`config.mk`:
```
export PLATFORM = sky130hd
export DESIGN_NAME = key_matrix_debounce_events_flat
export DESIGN_NICKNAME = d
export VERILOG_FILES = /design/src/sv/kmde_pkg.sv /design/src/sv/kmde_if.sv /design/src/sv/kmde_history.sv /design/src/sv/kmde_evbuf.sv /design/src/sv/kmde_seq.sv /design/src/sv/key_matrix_debounce_events.sv /design/src/flat_wrapper.sv
export SDC_FILE = /design/constraint.sdc
export NUM_CORES = 1
export LEC_CHECK = 0
export ABC_AREA = 1
export BUFFER_PORTS_ARGS = -buffer_cell sky130_fd_sc_hd__buf_4
export CORE_AREA = 2 2 136 138
export DETAILED_ROUTE_END_ITERATION = 16
export DIE_AREA = 0 0 138 140
export PLACE_DENSITY = 0.71
export SKIP_CTS_REPAIR_TIMING = 1
export SLEW_MARGIN = 20
export SYNTH_ARGS = -nofsm -noshare
export SYNTH_HDL_FRONTEND = slang
export SYNTH_SLANG_ARGS = --single-unit
export TNS_END_PERCENT = 30
```
`constraint.sdc`:
```
create_clock -name clk_i -period 7.6 [get_ports clk_i]
set_clock_uncertainty 0.15 [all_clocks]
set_input_delay 1.52 -clock clk_i [delete_from_list [all_inputs] [get_ports clk_i]]
set_output_delay 1.52 -clock clk_i [all_outputs]
set_load 0.02 [all_outputs]
```
`src/sv/kmde_pkg.sv`:
```
`timescale 1ns / 1ps
`default_nettype none
// ----------------------------------------------------------------------------
// Key matrix debounce package
// Shared types and constants for the key matrix debounce and event block.
// ----------------------------------------------------------------------------

package kmde_pkg;

  // Width of one raw matrix sample on the input channel.
  localparam int SAMPLE_W = 12;

  // Width of the row, column and kind fields on the output channel.
  localparam int FIELD_W = 2;

  // Kind of a key event.
  typedef enum logic [1:0] {
    KIND_PRESSED  = 2'd0,
    KIND_RELEASED = 2'd1,
    KIND_HELD     = 2'd2
  } event_kind_e;

  // Sequencer states.
  typedef enum logic [3:0] {
    ST_IDLE,
    ST_DEB,
    ST_DEB_DONE,
    ST_WALK,
    ST_WALK_DONE,
    ST_CHK_RD,
    ST_CHK_EV,
    ST_EMIT_RD,
    ST_EMIT_LD
  } seq_state_e;

  // Control of the sample history shift line.
  typedef struct packed {
    logic shift;  // move every slot one place toward the head
    logic load;   // fill the tail with the new sample instead of the head
  } hist_ctrl_t;

endpackage

`default_nettype wire

```
`src/sv/kmde_if.sv`:
```
`timescale 1ns / 1ps
`default_nettype none
// ----------------------------------------------------------------------------
// Key matrix debounce channel interfaces
// Valid/ready channels for raw matrix samples and for key events.
// ----------------------------------------------------------------------------

// Raw matrix sample channel.
interface kmde_in_if;
  logic        valid;
  logic        ready;
  logic [11:0] matrix_sample;

  modport source (output valid, output matrix_sample, input ready);
  modport sink (input valid, input matrix_sample, output ready);
endinterface

// Key event channel.
interface kmde_out_if;
  logic       valid;
  logic       ready;
  logic [1:0] key_row;
  logic [1:0] key_col;
  logic [1:0] event_kind;
  logic       last_event;

  modport source (output valid, output key_row, output key_col, output event_kind,
                  output last_event, input ready);
  modport sink (input valid, input key_row, input key_col, input event_kind,
                input last_event, output ready);
endinterface

`default_nettype wire

```
`src/sv/kmde_history.sv`:
```
`timescale 1ns / 1ps
`default_nettype none
// ----------------------------------------------------------------------------
// Sample history shift line
// Holds the last SCAN_DEPTH samples with the oldest at the head. The head
// pair feeds the shared equality comparator used for debouncing; rotating
// the line walks the comparator over all adjacent pairs.
// ----------------------------------------------------------------------------

module kmde_history import kmde_pkg::*; #(
  parameter int ROWS       = 4,
  parameter int COLS       = 3,
  parameter int SCAN_DEPTH = 4
) (
  input  wire logic                   clk_i,
  input  wire logic                   rst_ni,
  input  wire hist_ctrl_t             ctrl_i,
  input  wire logic [SAMPLE_W-1:0]    sample_i,
  output logic      [ROWS*COLS-1:0]   head_o,
  output logic                        head_eq_o
);

  localparam int MW = ROWS * COLS;

  logic [MW-1:0] taps_q [SCAN_DEPTH];
  logic [MW-1:0] tail_d;

  // Bits beyond the matrix are dropped, missing bits read as zero.
  assign tail_d = ctrl_i.load ? MW'(sample_i) : taps_q[0];

  // Shift toward the head; the tail takes a new sample or the old head.
  always_ff @(posedge clk_i or negedge rst_ni) begin
    if (!rst_ni) begin
      for (int k = 0; k < SCAN_DEPTH; k++) begin
        taps_q[k] <= '0;
      end
    end else if (ctrl_i.shift) begin
      for (int k = 0; k < SCAN_DEPTH - 1; k++) begin
        taps_q[k] <= taps_q[k + 1];
      end
      taps_q[SCAN_DEPTH - 1] <= tail_d;
    end
  end

  // Shared comparator on the head pair.
  assign head_o    = taps_q[0];
  assign head_eq_o = (taps_q[0] == taps_q[1]);

endmodule

`default_nettype wire

```
`src/sv/kmde_evbuf.sv`:
```
`timescale 1ns / 1ps
`default_nettype none
// ----------------------------------------------------------------------------
// Event buffer
// One write port and one registered read port holding the locations and
// kinds of the events of the current evaluation.
// ----------------------------------------------------------------------------

module kmde_evbuf #(
  parameter int DEPTH = 8,
  parameter int AW    = 3,
  parameter int EW    = 6
) (
  input  wire logic          clk_i,
  input  wire logic          we_i,
  input  wire logic [AW-1:0] waddr_i,
  input  wire logic [EW-1:0] wdata_i,
  input  wire logic          re_i,
  input  wire logic [AW-1:0] raddr_i,
  output logic      [EW-1:0] rdata_o
);

  logic [EW-1:0] mem [DEPTH];
  logic [EW-1:0] rdata_q;

  // Write port.
  always_ff @(posedge clk_i) begin
    if (we_i) begin
      mem[waddr_i] <= wdata_i;
    end
  end

  // Registered read port; the data holds until the next read.
  always_ff @(posedge clk_i) begin
    if (re_i) begin
      rdata_q <= mem[raddr_i];
    end
  end

  assign rdata_o = rdata_q;

endmodule

`default_nettype wire

```
`src/sv/kmde_seq.sv`:
```
`timescale 1ns / 1ps
`default_nettype none
// ----------------------------------------------------------------------------
// Key matrix debounce sequencer
// Counts scans, steps the history comparator over the adjacent pairs, walks
// the keys one per cycle to build the event list, checks for ghosting when at
// least four events were found and plays the events out via the output register.
// ----------------------------------------------------------------------------

module kmde_seq import kmde_pkg::*; #(
  parameter int ROWS       = 4,
  parameter int COLS       = 3,
  parameter int SCAN_DEPTH = 4,
  parameter int MAX_EVENTS = 8,
  localparam int MW = ROWS * COLS,
  localparam int RW = (ROWS > 1) ? $clog2(ROWS) : 1,
  localparam int CW = (COLS > 1) ? $clog2(COLS) : 1,
  localparam int AW = (MAX_EVENTS > 1) ? $clog2(MAX_EVENTS) : 1,
  localparam int EW = RW + CW + 2
) (
  input  wire logic               clk_i,
  input  wire logic               rst_ni,
  // Sample channel handshake
  input  wire logic               in_valid_i,
  output logic                    in_ready_o,
  // History shift line
  output hist_ctrl_t              hist_ctrl_o,
  input  wire logic [MW-1:0]      hist_head_i,
  input  wire logic               hist_eq_i,
  // Event buffer
  output logic                    buf_we_o,
  output logic      [AW-1:0]      buf_waddr_o,
  output logic      [EW-1:0]      buf_wdata_o,
  output logic                    buf_re_o,
  output logic      [AW-1:0]      buf_raddr_o,
  input  wire logic [EW-1:0]      buf_rdata_i,
  // Event channel
  output logic                    out_valid_o,
  input  wire logic               out_ready_i,
  output logic      [FIELD_W-1:0] key_row_o,
  output logic      [FIELD_W-1:0] key_col_o,
  output logic      [FIELD_W-1:0] event_kind_o,
  output logic                    last_event_o
);

  localparam int PW         = (MW > 1) ? $clog2(MW) : 1;
  localparam int DW         = $clog2(SCAN_DEPTH);
  localparam int NW         = $clog2(MAX_EVENTS + 1);
  localparam int DIFF_LIMIT = SCAN_DEPTH / 2 + 1;

  seq_state_e state_q, state_d;

  logic [DW-1:0] slot_q;
  logic [DW-1:0] step_q;
  logic [DW-1:0] differ_q;
  logic          found_q;
  logic [MW-1:0] now_q;
  logic [MW-1:0] prev_q;
  logic [RW-1:0] r_q;
  logic [CW-1:0] c_q;
  logic [PW-1:0] pos_q;
  logic [PW-1:0] base_q;
  logic          held_q;
  logic [NW-1:0] n_q;
  logic [NW-1:0] k_q;
  logic [1:0]    row_cnt_q [ROWS];
  logic [1:0]    col_cnt_q [COLS];

  logic               out_valid_q;
  logic [FIELD_W-1:0] key_row_q;
  logic [FIELD_W-1:0] key_col_q;
  logic [FIELD_W-1:0] event_kind_q;
  logic               last_event_q;

  logic        accept;
  logic        slot_last;
  logic        step_last;
  logic        deb_fail;
  logic        bit_now;
  logic        bit_old;
  logic        hit;
  logic        ev_full;
  logic        col_last;
  logic        row_last;
  logic        walk_end;
  logic        k_last;
  logic        many_events;
  logic        clash_hit;
  logic        out_free;
  logic        load_out;
  event_kind_e kind;
  logic [RW-1:0] rd_row;
  logic [CW-1:0] rd_col;
  logic [1:0]    rd_kind;

  // Status decode shared by the next-state and output logic.
  assign accept      = in_valid_i && (state_q == ST_IDLE);
  assign slot_last   = (slot_q == DW'(SCAN_DEPTH - 1));
  assign step_last   = (step_q == DW'(SCAN_DEPTH - 2));
  assign deb_fail    = (32'(differ_q) > DIFF_LIMIT) || !found_q;
  assign bit_now     = now_q[pos_q];
  assign bit_old     = prev_q[pos_q];
  assign hit         = held_q ? (bit_now & bit_old) : (bit_now ^ bit_old);
  assign ev_full     = (n_q == NW'(MAX_EVENTS));
  assign col_last    = (c_q == CW'(COLS - 1));
  assign row_last    = (r_q == RW'(ROWS - 1));
  assign walk_end    = (hit && ev_full) || (col_last && held_q && row_last);
  assign k_last      = (k_q == (n_q - NW'(1)));
  assign many_events = (32'(n_q) >= 32'd4);
  assign out_free    = !out_valid_q || out_ready_i;

  // Fields of the event read back from the buffer.
  assign rd_row  = buf_rdata_i[EW-1 -: RW];
  assign rd_col  = buf_rdata_i[2 +: CW];
  assign rd_kind = buf_rdata_i[1:0];

  // A key whose row and column are both shared with other events is a clash.
  assign clash_hit = row_cnt_q[rd_row][1] && col_cnt_q[rd_col][1];

  assign kind = held_q ? KIND_HELD : (bit_now ? KIND_PRESSED : KIND_RELEASED);

  // Next state.
  always_comb begin
    state_d = state_q;
    case (state_q)
      ST_IDLE: begin
        if (accept && slot_last) begin
          state_d = ST_DEB;
        end
      end
      ST_DEB: begin
        if (step_last) begin
          state_d = ST_DEB_DONE;
        end
      end
      ST_DEB_DONE: begin
        state_d = deb_fail ? ST_IDLE : ST_WALK;
      end
      ST_WALK: begin
        if (walk_end) begin
          state_d = ST_WALK_DONE;
        end
      end
      ST_WALK_DONE: begin
        if (n_q == '0) begin
          state_d = ST_IDLE;
        end else if (many_events) begin
          state_d = ST_CHK_RD;
        end else begin
          state_d = ST_EMIT_RD;
        end
      end
      ST_CHK_RD: begin
        state_d = ST_CHK_EV;
      end
      ST_CHK_EV: begin
        if (clash_hit) begin
          state_d = ST_IDLE;
        end else if (k_last) begin
          state_d = ST_EMIT_RD;
        end else begin
          state_d = ST_CHK_RD;
        end
      end
      ST_EMIT_RD: begin
        state_d = ST_EMIT_LD;
      end
      ST_EMIT_LD: begin
        if (out_free) begin
          state_d = k_last ? ST_IDLE : ST_EMIT_RD;
        end
      end
      default: begin
        state_d = ST_IDLE;
      end
    endcase
  end

  // Control outputs.
  always_comb begin
    in_ready_o        = (state_q == ST_IDLE);
    hist_ctrl_o.shift = accept || (state_q == ST_DEB);
    hist_ctrl_o.load  = accept;
    buf_we_o          = (state_q == ST_WALK) && hit && !ev_full;
    buf_re_o          = (state_q == ST_CHK_RD) || (state_q == ST_EMIT_RD);
    load_out          = (state_q == ST_EMIT_LD) && out_free;
  end

  assign buf_waddr_o = n_q[AW-1:0];
  assign buf_wdata_o = {r_q, c_q, kind};
  assign buf_raddr_o = k_q[AW-1:0];

  // Sequencer registers.
  always_ff @(posedge clk_i or negedge rst_ni) begin
    if (!rst_ni) begin
      state_q  <= ST_IDLE;
      slot_q   <= '0;
      step_q   <= '0;
      differ_q <= '0;
      found_q  <= 1'b0;
      prev_q   <= '0;
      r_q      <= '0;
      c_q      <= '0;
      pos_q    <= '0;
      base_q   <= '0;
      held_q   <= 1'b0;
      n_q      <= '0;
      k_q      <= '0;
      for (int i = 0; i < ROWS; i++) begin
        row_cnt_q[i] <= '0;
      end
      for (int i = 0; i < COLS; i++) begin
        col_cnt_q[i] <= '0;
      end
    end else begin
      state_q <= state_d;

      // Scan slot counter and start of the pair comparison.
      if (accept) begin
        slot_q <= slot_last ? '0 : slot_q + DW'(1);
        if (slot_last) begin
          step_q   <= '0;
          differ_q <= '0;
          found_q  <= 1'b0;
        end
      end

      // One adjacent pair per cycle.
      if (state_q == ST_DEB) begin
        step_q <= step_q + DW'(1);
        if (hist_eq_i) begin
          found_q <= 1'b1;
        end else begin
          differ_q <= differ_q + DW'(1);
        end
      end

      // Set up the key walk.
      if ((state_q == ST_DEB_DONE) && !deb_fail) begin
        r_q    <= '0;
        c_q    <= '0;
        pos_q  <= '0;
        base_q <= '0;
        held_q <= 1'b0;
        n_q    <= '0;
        for (int i = 0; i < ROWS; i++) begin
          row_cnt_q[i] <= '0;
        end
        for (int i = 0; i < COLS; i++) begin
          col_cnt_q[i] <= '0;
        end
      end

      // One key per cycle: record the event and advance the position.
      if ((state_q == ST_WALK) && !walk_end) begin
        if (buf_we_o) begin
          n_q <= n_q + NW'(1);
          row_cnt_q[r_q] <= {row_cnt_q[r_q][1] | row_cnt_q[r_q][0],
                             ~row_cnt_q[r_q][1] & ~row_cnt_q[r_q][0]};
          col_cnt_q[c_q] <= {col_cnt_q[c_q][1] | col_cnt_q[c_q][0],
                             ~col_cnt_q[c_q][1] & ~col_cnt_q[c_q][0]};
        end
        if (col_last) begin
          c_q <= '0;
          if (!held_q) begin
            held_q <= 1'b1;
            pos_q  <= base_q;
          end else begin
            held_q <= 1'b0;
            r_q    <= r_q + RW'(1);
            base_q <= base_q + PW'(COLS);
            pos_q  <= base_q + PW'(COLS);
          end
        end else begin
          c_q   <= c_q + CW'(1);
          pos_q <= pos_q + PW'(1);
        end
      end

      // The last event can still be written on the cycle the walk ends.
      if ((state_q == ST_WALK) && walk_end && buf_we_o) begin
        n_q <= n_q + NW'(1);
        row_cnt_q[r_q] <= {row_cnt_q[r_q][1] | row_cnt_q[r_q][0],
                           ~row_cnt_q[r_q][1] & ~row_cnt_q[r_q][0]};
        col_cnt_q[c_q] <= {col_cnt_q[c_q][1] | col_cnt_q[c_q][0],
                           ~col_cnt_q[c_q][1] & ~col_cnt_q[c_q][0]};
      end

      // The whole stable matrix becomes the reference for the next time.
      if (state_q == ST_WALK_DONE) begin
        prev_q <= now_q;
        k_q    <= '0;
      end

      if (state_q == ST_CHK_EV) begin
        k_q <= k_last ? '0 : k_q + NW'(1);
      end

      if (load_out) begin
        k_q <= k_q + NW'(1);
      end
    end
  end

  // Stable matrix: the earlier sample of the latest agreeing pair.
  always_ff @(posedge clk_i) begin
    if ((state_q == ST_DEB) && hist_eq_i) begin
      now_q <= hist_head_i;
    end
  end

  // Output register valid flag.
  always_ff @(posedge clk_i or negedge rst_ni) begin
    if (!rst_ni) begin
      out_valid_q <= 1'b0;
    end else if (load_out) begin
      out_valid_q <= 1'b1;
    end else if (out_ready_i) begin
      out_valid_q <= 1'b0;
    end
  end

  // Output register payload.
  always_ff @(posedge clk_i) begin
    if (load_out) begin
      key_row_q    <= FIELD_W'(rd_row);
      key_col_q    <= FIELD_W'(rd_col);
      event_kind_q <= rd_kind;
      last_event_q <= k_last;
    end
  end

  assign out_valid_o  = out_valid_q;
  assign key_row_o    = key_row_q;
  assign key_col_o    = key_col_q;
  assign event_kind_o = event_kind_q;
  assign last_event_o = last_event_q;

`ifndef SYNTHESIS
  // The event count never passes the cap.
  a_count_cap: assert property (@(posedge clk_i) disable iff (!rst_ni)
    32'(n_q) <= MAX_EVENTS)
    else $error("event count exceeds the cap");

  // Events are only read back for output when some exist and within the list.
  a_read_range: assert property (@(posedge clk_i) disable iff (!rst_ni)
    (state_q == ST_EMIT_RD) |-> ((n_q != '0) && (k_q < n_q)))
    else $error("event read outside the list");

  // The pair comparison stops after the last adjacent pair.
  a_step_range: assert property (@(posedge clk_i) disable iff (!rst_ni)
    (state_q == ST_DEB) |-> (32'(step_q) <= SCAN_DEPTH - 2))
    else $error("pair step out of range");

  // The reference matrix follows the stable matrix after each walk.
  a_prev_update: assert property (@(posedge clk_i) disable iff (!rst_ni)
    (state_q == ST_WALK_DONE) |=> (prev_q == $past(now_q)))
    else $error("reference matrix not updated");
`endif

endmodule

`default_nettype wire

```
`src/sv/key_matrix_debounce_events.sv`:
```
`timescale 1ns / 1ps
`default_nettype none
// ----------------------------------------------------------------------------
// Key matrix debounce and event generator
// Debounces ROWS x COLS key matrix samples over a ring of SCAN_DEPTH scans
// and reports pressed, released and held keys as a stream of events.
// ----------------------------------------------------------------------------
// A sample that does not complete a group of SCAN_DEPTH scans is taken and
// the block stays ready. The sample that completes a group starts an
// evaluation during which no sample is taken: the pair comparison on the
// single pair comparator of the history, a decision, a walk over the keys
// (each key twice, for changes and for held keys) one per cycle, which the
// event cap may cut short, the close of the walk, a ghost check on the event
// buffer read port when n >= 4 events were found, and the play-out of the
// events, which the event sink can stall. The last event may wait in the
// output register while the next sample is accepted.
// ----------------------------------------------------------------------------

module key_matrix_debounce_events import kmde_pkg::*; #(
  parameter int ROWS       = 4,
  parameter int COLS       = 3,
  parameter int SCAN_DEPTH = 4,
  parameter int MAX_EVENTS = 8
) (
  input  wire logic   clk_i,
  input  wire logic   rst_ni,
  kmde_in_if.sink     sample_i,
  kmde_out_if.source  event_o
);

  localparam int MW = ROWS * COLS;
  localparam int RW = (ROWS > 1) ? $clog2(ROWS) : 1;
  localparam int CW = (COLS > 1) ? $clog2(COLS) : 1;
  localparam int AW = (MAX_EVENTS > 1) ? $clog2(MAX_EVENTS) : 1;
  localparam int EW = RW + CW + 2;

  hist_ctrl_t    hist_ctrl;
  logic [MW-1:0] hist_head;
  logic          hist_eq;
  logic          buf_we;
  logic [AW-1:0] buf_waddr;
  logic [EW-1:0] buf_wdata;
  logic          buf_re;
  logic [AW-1:0] buf_raddr;
  logic [EW-1:0] buf_rdata;

  // Sample history with the shared pair comparator.
  kmde_history #(
    .ROWS       (ROWS),
    .COLS       (COLS),
    .SCAN_DEPTH (SCAN_DEPTH)
  ) u_history (
    .clk_i     (clk_i),
    .rst_ni    (rst_ni),
    .ctrl_i    (hist_ctrl),
    .sample_i  (sample_i.matrix_sample),
    .head_o    (hist_head),
    .head_eq_o (hist_eq)
  );

  // Event list storage.
  kmde_evbuf #(
    .DEPTH (MAX_EVENTS),
    .AW    (AW),
    .EW    (EW)
  ) u_evbuf (
    .clk_i   (clk_i),
    .we_i    (buf_we),
    .waddr_i (buf_waddr),
    .wdata_i (buf_wdata),
    .re_i    (buf_re),
    .raddr_i (buf_raddr),
    .rdata_o (buf_rdata)
  );

  // Sequencer and output register.
  kmde_seq #(
    .ROWS       (ROWS),
    .COLS       (COLS),
    .SCAN_DEPTH (SCAN_DEPTH),
    .MAX_EVENTS (MAX_EVENTS)
  ) u_seq (
    .clk_i        (clk_i),
    .rst_ni       (rst_ni),
    .in_valid_i   (sample_i.valid),
    .in_ready_o   (sample_i.ready),
    .hist_ctrl_o  (hist_ctrl),
    .hist_head_i  (hist_head),
    .hist_eq_i    (hist_eq),
    .buf_we_o     (buf_we),
    .buf_waddr_o  (buf_waddr),
    .buf_wdata_o  (buf_wdata),
    .buf_re_o     (buf_re),
    .buf_raddr_o  (buf_raddr),
    .buf_rdata_i  (buf_rdata),
    .out_valid_o  (event_o.valid),
    .out_ready_i  (event_o.ready),
    .key_row_o    (event_o.key_row),
    .key_col_o    (event_o.key_col),
    .event_kind_o (event_o.event_kind),
    .last_event_o (event_o.last_event)
  );

endmodule

`default_nettype wire
```
`src/flat_wrapper.sv`:
```
// flat-port wrapper written by rule: the top's interface ports become plain ports
module key_matrix_debounce_events_flat import kmde_pkg::*;
#(
  parameter int ROWS       = 4,
  parameter int COLS       = 3,
  parameter int SCAN_DEPTH = 4,
  parameter int MAX_EVENTS = 8
)
  (clk_i, rst_ni, sample_i_valid, sample_i_matrix_sample, sample_i_ready, event_o_valid, event_o_key_row, event_o_key_col, event_o_event_kind, event_o_last_event, event_o_ready);
  kmde_in_if sample_i_i ();
  kmde_out_if event_o_i ();
  input  wire logic clk_i;
  input  wire logic rst_ni;
  input wire logic [$bits(sample_i_i.valid)-1:0] sample_i_valid;
  input wire logic [$bits(sample_i_i.matrix_sample)-1:0] sample_i_matrix_sample;
  output wire logic [$bits(sample_i_i.ready)-1:0] sample_i_ready;
  output wire logic [$bits(event_o_i.valid)-1:0] event_o_valid;
  output wire logic [$bits(event_o_i.key_row)-1:0] event_o_key_row;
  output wire logic [$bits(event_o_i.key_col)-1:0] event_o_key_col;
  output wire logic [$bits(event_o_i.event_kind)-1:0] event_o_event_kind;
  output wire logic [$bits(event_o_i.last_event)-1:0] event_o_last_event;
  input wire logic [$bits(event_o_i.ready)-1:0] event_o_ready;
  assign sample_i_i.valid = sample_i_valid;
  assign sample_i_i.matrix_sample = sample_i_matrix_sample;
  assign sample_i_ready = sample_i_i.ready;
  assign event_o_valid = event_o_i.valid;
  assign event_o_key_row = event_o_i.key_row;
  assign event_o_key_col = event_o_i.key_col;
  assign event_o_event_kind = event_o_i.event_kind;
  assign event_o_last_event = event_o_i.last_event;
  assign event_o_i.ready = event_o_ready;
  key_matrix_debounce_events #(.ROWS(ROWS), .COLS(COLS), .SCAN_DEPTH(SCAN_DEPTH), .MAX_EVENTS(MAX_EVENTS)) u_core (.clk_i(clk_i), .rst_ni(rst_ni), .sample_i(sample_i_i), .event_o(event_o_i));
endmodule
```
Yosys cells after proc, flatten, opt, wreduce, memory -nomap -nowiden
Memories as Yosys holds them, arrays and structs flattened. A register that Yosys moved wholly into a read port is not among the register bits. Cells that the tools add are included.

Flip-flop bits (word level): 124. Memory bits (writable): 48. Bits of input ports: 16. Output and inout port bits: 9. Logic and storage cells: 198. Memories kept: 1.

Add/sub/neg operators: 9. $lt $le $gt $ge: 8. Eq/ne operators: 19. Muxes and demuxes: 86. Bitwise operators: 14. Reduce and logical (&&, ||, !) cells: 32.

Memories: u_core.u_evbuf.mem (depth 8, bits a word 6, rd ports 1, clocked after memory_dff 1, wr ports 1, line kmde_evbuf.sv:23) `logic [EW-1:0] mem [DEPTH];`.

Operator list (number): 4-bit 2-to-1 mux (20); 2-bit 2-to-1 mux (25); 4-bit one-hot mux with 9 select lines (1); 8-bit 2-to-1 mux (4); 6-bit 2-to-1 mux (4); 2-bit binary-select mux with 2-bit select (4); 8-bit bitwise mux (2); 4-bit by 3-bit == test with 1-bit output, second input constant (4); 1-bit logical AND (16); 1-bit 2-to-1 mux (16); 4-bit by 1-bit adder with 4-bit output, second input constant (3); 6-bit bitwise mux (2); 12-bit == test (1); 3-bit greater-or-equal comparator, second input constant (4); 12-bit 2-to-1 mux (1); 2-bit inverter with 3-bit output (4); 3-bit 2-to-1 mux (3); 2-bit by 1-bit adder with 2-bit output, second input constant (4); 1-bit binary-select mux with 4-bit select (2); 2-bit demux with 2-bit select (2); 2-bit == test, second input constant (4); 4-bit by 2-bit == test with 1-bit output, second input constant (2); 4-bit == test, second input constant (2); 4-bit zero test (2); 19 further kinds (36).

Logic depth before layout (Yosys ltp)
Word-level depth: 11. Depth in mapped cells: 17. Mapped depth without buffers: 16.

Cells and area by module
A second synthesis with hierarchy kept.

Cell total of the unflattened synthesis: 971. Area, all modules: 8632.0 um^2.

Modules (own cells, without submodules): kmde_seq (times used 1, cells each 496, area an instance 4077.7 um^2, seq. area each 1996.9 um^2); kmde_evbuf (times used 1, cells each 231, area an instance 2351.0 um^2, seq. area each 1621.6 um^2); kmde_history (times used 1, cells each 244, area an instance 2203.4 um^2, seq. area each 1201.2 um^2).

Least setup slack after synthesis
OpenSTA, ideal clock, no wires.

Path type: reg-to-reg. Start point: reg u_core.u_seq.pos_q[0]. End point: mem u_core.u_evbuf.mem[2][0] (enable). Library setup time: 377 ps. Arrival time: 2337 ps. Data required time: 7073 ps. Slack: 4736 ps. Cell stages (with the launch flop): 14. Path buffers: 2. Period minus slack after synthesis: 2864 ps. Cell sequence: dfrtp_1 -> buf_2 -> clkbuf_1 -> o21ai_0 -> o221ai_1 -> nand3_1 -> nand2_1 -> ha_1 -> nand2_2 -> nand2_2 -> nand3_4 -> inv_4 -> nand2_1 -> nor3_1.

Word-level cells in the longest chain between the ends: 8. Elaborated cells between the ends (all ways): 11. Classes of those cells: mux (7); bitwise (2); reduce/logical (2).

Ends and longest elaborated chain: from (decl) (line kmde_seq.sv:61) `logic [PW-1:0] pos_q;`; from (signal assigned) (line kmde_seq.sv:267) `pos_q <= base_q;`; from (signal assigned) (line kmde_seq.sv:272) `pos_q <= base_q + PW'(COLS);`; from (signal assigned) (line kmde_seq.sv:276) `pos_q <= pos_q + PW'(1);`; 1-bit binary-select mux with 4-bit select (on tied branches) (line kmde_seq.sv:101, kmde_seq.sv:102); 1-bit 2-to-1 mux (on tied branches) (line kmde_seq.sv:101, kmde_seq.sv:102); 1-bit bitwise XOR or 1-bit bitwise AND (tied branches) (line kmde_seq.sv:103) `assign hit = held_q ? (bit_now & bit_old) : (bit_now ^ bit_old);`; 1-bit 2-to-1 mux (*) (line kmde_seq.sv:103); 1-bit logical AND (*) (2 in a row) (line kmde_seq.sv:184) `buf_we_o = (state_q == ST_WALK) && hit && !ev_full;`; 1-bit 2-to-1 mux (*) (line kmde_evbuf.sv:28) `if (we_i) begin`; 1-bit 2-to-1 mux (implied by the code) (*) (line kmde_evbuf.sv:29) `mem[waddr_i] <= wdata_i;`; to (decl) (line kmde_evbuf.sv:23).

Every way passes the cells marked *; elsewhere a longest branch is shown, timed or not. The select of a mux whose other input is x is not followed.

Worst setup path in the final report
Start point: reg u_core.u_seq.pos_q[0]. End point: mem u_core.u_evbuf.mem[2][5] (enable).

Same word-level chain as after synthesis.

==> results.cfg <==
[job]
maxCapViolCount = 0

[sta]
fmax_mhz = 285.3
final.period_utilization_pct = 46.13
min_period_ns = 3.506
slew_viol_final = 0
hold_viol = 0
worstMarginPinSlew_ns = 0.9641
slew_headroom_pct = 35.54
rsz0062_at_grt = false
tns_ns = 0
final-setup-viol-count = 0

[grt]
grt_use_total_pct = 17.14
grt_remaining_overflow = 0
grt_pass1_vias = 5496
grt_pass1_wl_um = 26790
grt_max_degree = 80
antenna_found_initial = 0

[synthesis]
netlist_instances = 838
synth_top_family_by_area = simple AND/OR/NAND/NOR gates
ys_ff_latch = 178
synth_edf_count = 73
muxShareOfSynthArea_pct = 1.022
synthDistinctLibCells = 38
synth_seq_area_share_pct = 59.65
yosys.area_share.xor_xnor_pct = 1.517
ys_warn_count = 0
ys.flop_type = dfrtp_1
syn_area_sq_um = 8080
syn_nets = 867
avgSynthCellArea_sq_um = 9.642
synth-simple-area-share_pct = 17.78
synth_compound_area_share_pct = 11.72
yosys.area_share.adder_pct = 2.013
ys_async_sr_fraction_pct = 58.99

[drt]
top_layer_used = met4
vias_per_cell = 5.163
drc = 0
num_vias = 5659
wirelength_um = 15800
wl_met1_um = 7157
drt_first_pass_iters = 5
ant_nets = 0
routed-wl-met3_um = 642
drt-initial-drc-count = 503
post_drt_wl_per_cell_um = 14.41
wl_met2_um = 7668

[critical_path]
worstSetupStartpoint = u_core.u_seq.pos_q[0]$_DFFE_PN0P_
rr_startpoint = u_core.u_seq.pos_q[0]$_DFFE_PN0P_
cp_cell_sequence = inv_1 -> o21ai_0 -> o221ai_1 -> nand3_1 -> nand2_1 -> ha_1 -> nand2_2 -> nand2_2 -> nand3_4 -> inv_4 -> nand2_1 -> nor3_1
cpMaxStageDelayCell = dfrtp_1
path_delay_family = simple AND/OR/NAND/NOR gates
cp.required_ns = 7.51
crit_arrival_ns = 3.41
cp.depth = 12
path_buf_inv = 2
ff2ff_path_depth = 12
crit_type = flip-flop to flip-flop
cp-end-kind = flip-flop
slowest_delay_ns = 0.65
crit_fanout = 20
critPathCapture = u_core.u_evbuf.mem[2][5]$_DFFE_PP_
reg2reg_to = u_core.u_evbuf.mem[2][5]$_DFFE_PP_
ff2ff_setup_slack_ns = 4.09
startpoint_type = flip-flop

[placement]
place_area_sq_um = 8407
dp_hpwl_um = 10870
place.gp.congestion = 0.8398
port_buffers = 24

[clock_network]
clock-sinks = 178
clock_path_buffers = 2
clkTransAtPathRegs_ns = 0.07
cts-buffers-inserted = 17
cts-root-buf = clkbuf_16
clk_latency_ns = 0.43
cts_tree = yes
cts_htree_levels = 4

[power]
clkPwrFrac_pct = 25.0
vdd_drop_max_mv = 0.2229
sequentialPowerShare_pct = 42.5
combPwrFrac_pct = 32.5
internal-power_mw = 2.232
p_per_area_nw_per_um2 = 402.8
p_leak_nw = 3.945
p_sw_share_pct = 38.60
p_sw_mw = 1.403

[floorplanning]
die_y_um = 140
fp-row-count = 49
io_pins = 25
dieArea_sq_um = 19320
start_util_pct = 45.45
die_x_um = 138
core-area_sq_um = 17780

[cells_and_area]
postLayoutCellArea_sq_um = 9024
fin_nets = 883
n_antenna_cell = 0
layout_common_cells = nand2_1 (178), dfrtp_1 (105), nor2_1 (93)
syn_to_final_growth_pct = 11.68
drive_above_1_share_pct = 10.27
final_common_cell = nand2_1
utilization_pct = 50.75

[min_path]
hp-class = flip-flop to flip-flop

[status]
status = finished clean
==> flip-flops by register name, indices dropped and copies added, names as in the netlist, 2 cells and up <==
name,flops
u_core.u_evbuf.mem,48
u_core.u_evbuf.rdata_o,6
u_core.u_history.head_o,12
u_core.u_history.taps_q,36
u_core.u_seq.base_q,4
u_core.u_seq.c_q,2
u_core.u_seq.col_cnt_q,6
u_core.u_seq.event_kind_o,2
u_core.u_seq.k_q,4
u_core.u_seq.key_col_o,2
u_core.u_seq.key_row_o,2
u_core.u_seq.n_q,4
u_core.u_seq.now_q,12
u_core.u_seq.pos_q,4
u_core.u_seq.prev_q,12
u_core.u_seq.r_q,2
u_core.u_seq.row_cnt_q,8
u_core.u_seq.slot_q,2
u_core.u_seq.state_q,4
u_core.u_seq.step_q,2
==> layout make-up <==
type                       count  area, sq um
clock buffer                  17        425.4
clock inverter                15        191.4
fill                        1631         8756
inverter                      95        361.6
multi-input combinational    537         2751
sequential                   178         4820
tap                          229        286.5
timing repair buffer          25        187.7
==> per-layer routing <==
| layer | up-vias | global-route usage, % |
|---|---|---|
| li1 | 2846 | - |
| met1 | 2641 | 22.49 |
| met2 | 142 | 28.50 |
| met3 | 30 | 3.761 |
| met4 | 0 | 5.747 |
| met5 | - | 0 |
==> metrics by stage <==
step | total power [mW] | setup WS, ns | hold slack [ns] | cells
after global routing | 3.923 | 3.650 | 0.2892 | 1096
after CTS | 3.656 | 4.111 | 0.2736 | 1096
after detailed placement | 2.742 | 4.140 | 0.2566 | 1064
after floorplan | 2.471 | 4.736 | 0.2503 | 838
after global placement | 2.704 | 4.244 | 0.2526 | 1064
final | 3.635 | 4.094 | 0.2701 | 1096
==> worst min path at each step <==
stage                                             start                                      to  slack [ns]  depth (start not counted)
detailed placement  u_core.u_evbuf.rdata_o[1]$_DFFE_PP_  u_core.u_seq.event_kind_o[1]$_DFFE_PP_        0.26                          0
floorplan           u_core.u_evbuf.rdata_o[0]$_DFFE_PP_  u_core.u_seq.event_kind_o[0]$_DFFE_PP_        0.25                          0
global route        u_core.u_evbuf.rdata_o[0]$_DFFE_PP_  u_core.u_seq.event_kind_o[0]$_DFFE_PP_        0.29                          0
finish              u_core.u_evbuf.rdata_o[1]$_DFFE_PP_  u_core.u_seq.event_kind_o[1]$_DFFE_PP_        0.27                          0
global placement    u_core.u_evbuf.rdata_o[0]$_DFFE_PP_  u_core.u_seq.event_kind_o[0]$_DFFE_PP_        0.25                          0
CTS                 u_core.u_evbuf.rdata_o[1]$_DFFE_PP_  u_core.u_seq.event_kind_o[1]$_DFFE_PP_        0.27                          0
==> logic make-up after synthesis <==
group | after synthesis
multiplexers | 7
XOR/XNOR | 14
AND/OR/NAND/NOR | 337
flip-flops | 178
adder cells (fa/ha/maj) | 13
buffers and inverters | 123
AO/OA/AOI/OAI | 166
==> cell usage after synthesis (6+ instances only) <==
| cell | n | share of area (%) |
|---|---|---|
| nor3_1 | 13 | 0.81 |
| inv_1 | 88 | 4.1 |
| o32ai_1 | 12 | 1.3 |
| xor2_1 | 9 | 0.98 |
| buf_2 | 13 | 0.81 |
| mux2_2 | 6 | 0.84 |
| o211ai_1 | 6 | 0.56 |
| a21oi_1 | 34 | 2.1 |
| ha_1 | 13 | 2.0 |
| clkbuf_1 | 10 | 0.46 |
| o21ai_0 | 88 | 5.5 |
| o22ai_1 | 8 | 0.62 |
| edfxtp_1 | 73 | 27 |
| nor2_1 | 93 | 4.3 |
| nand2_1 | 178 | 8.3 |
| o221ai_1 | 9 | 0.98 |
| nand3_1 | 33 | 2.0 |
| dfrtp_1 | 105 | 33 |
==> worst register-to-register path: cells and delay by family, from the launching register on <==
kind / cells / cell delay, ns
and+or+nand+nor: 7 / 1.25
AOI/OAI and AO/OA: 2 / 0.35
buffers and inverters: 2 / 0.44
DFF: 1 / 0.65
adders and majority gates: 1 / 0.28
==> power groups by stage <==
stage | Sequential, mW | Clock (mW) | Combinational, mW
finish | 1.54 | 0.907 | 1.18
global route | 1.58 | 0.964 | 1.38
CTS | 1.54 | 0.925 | 1.19
detailed placement | 1.56 | 0 | 1.18
global placement | 1.55 | 0 | 1.15
floorplan | 1.46 | 0 | 1.01
No activity file was read; power rests on OpenSTA's default activity.
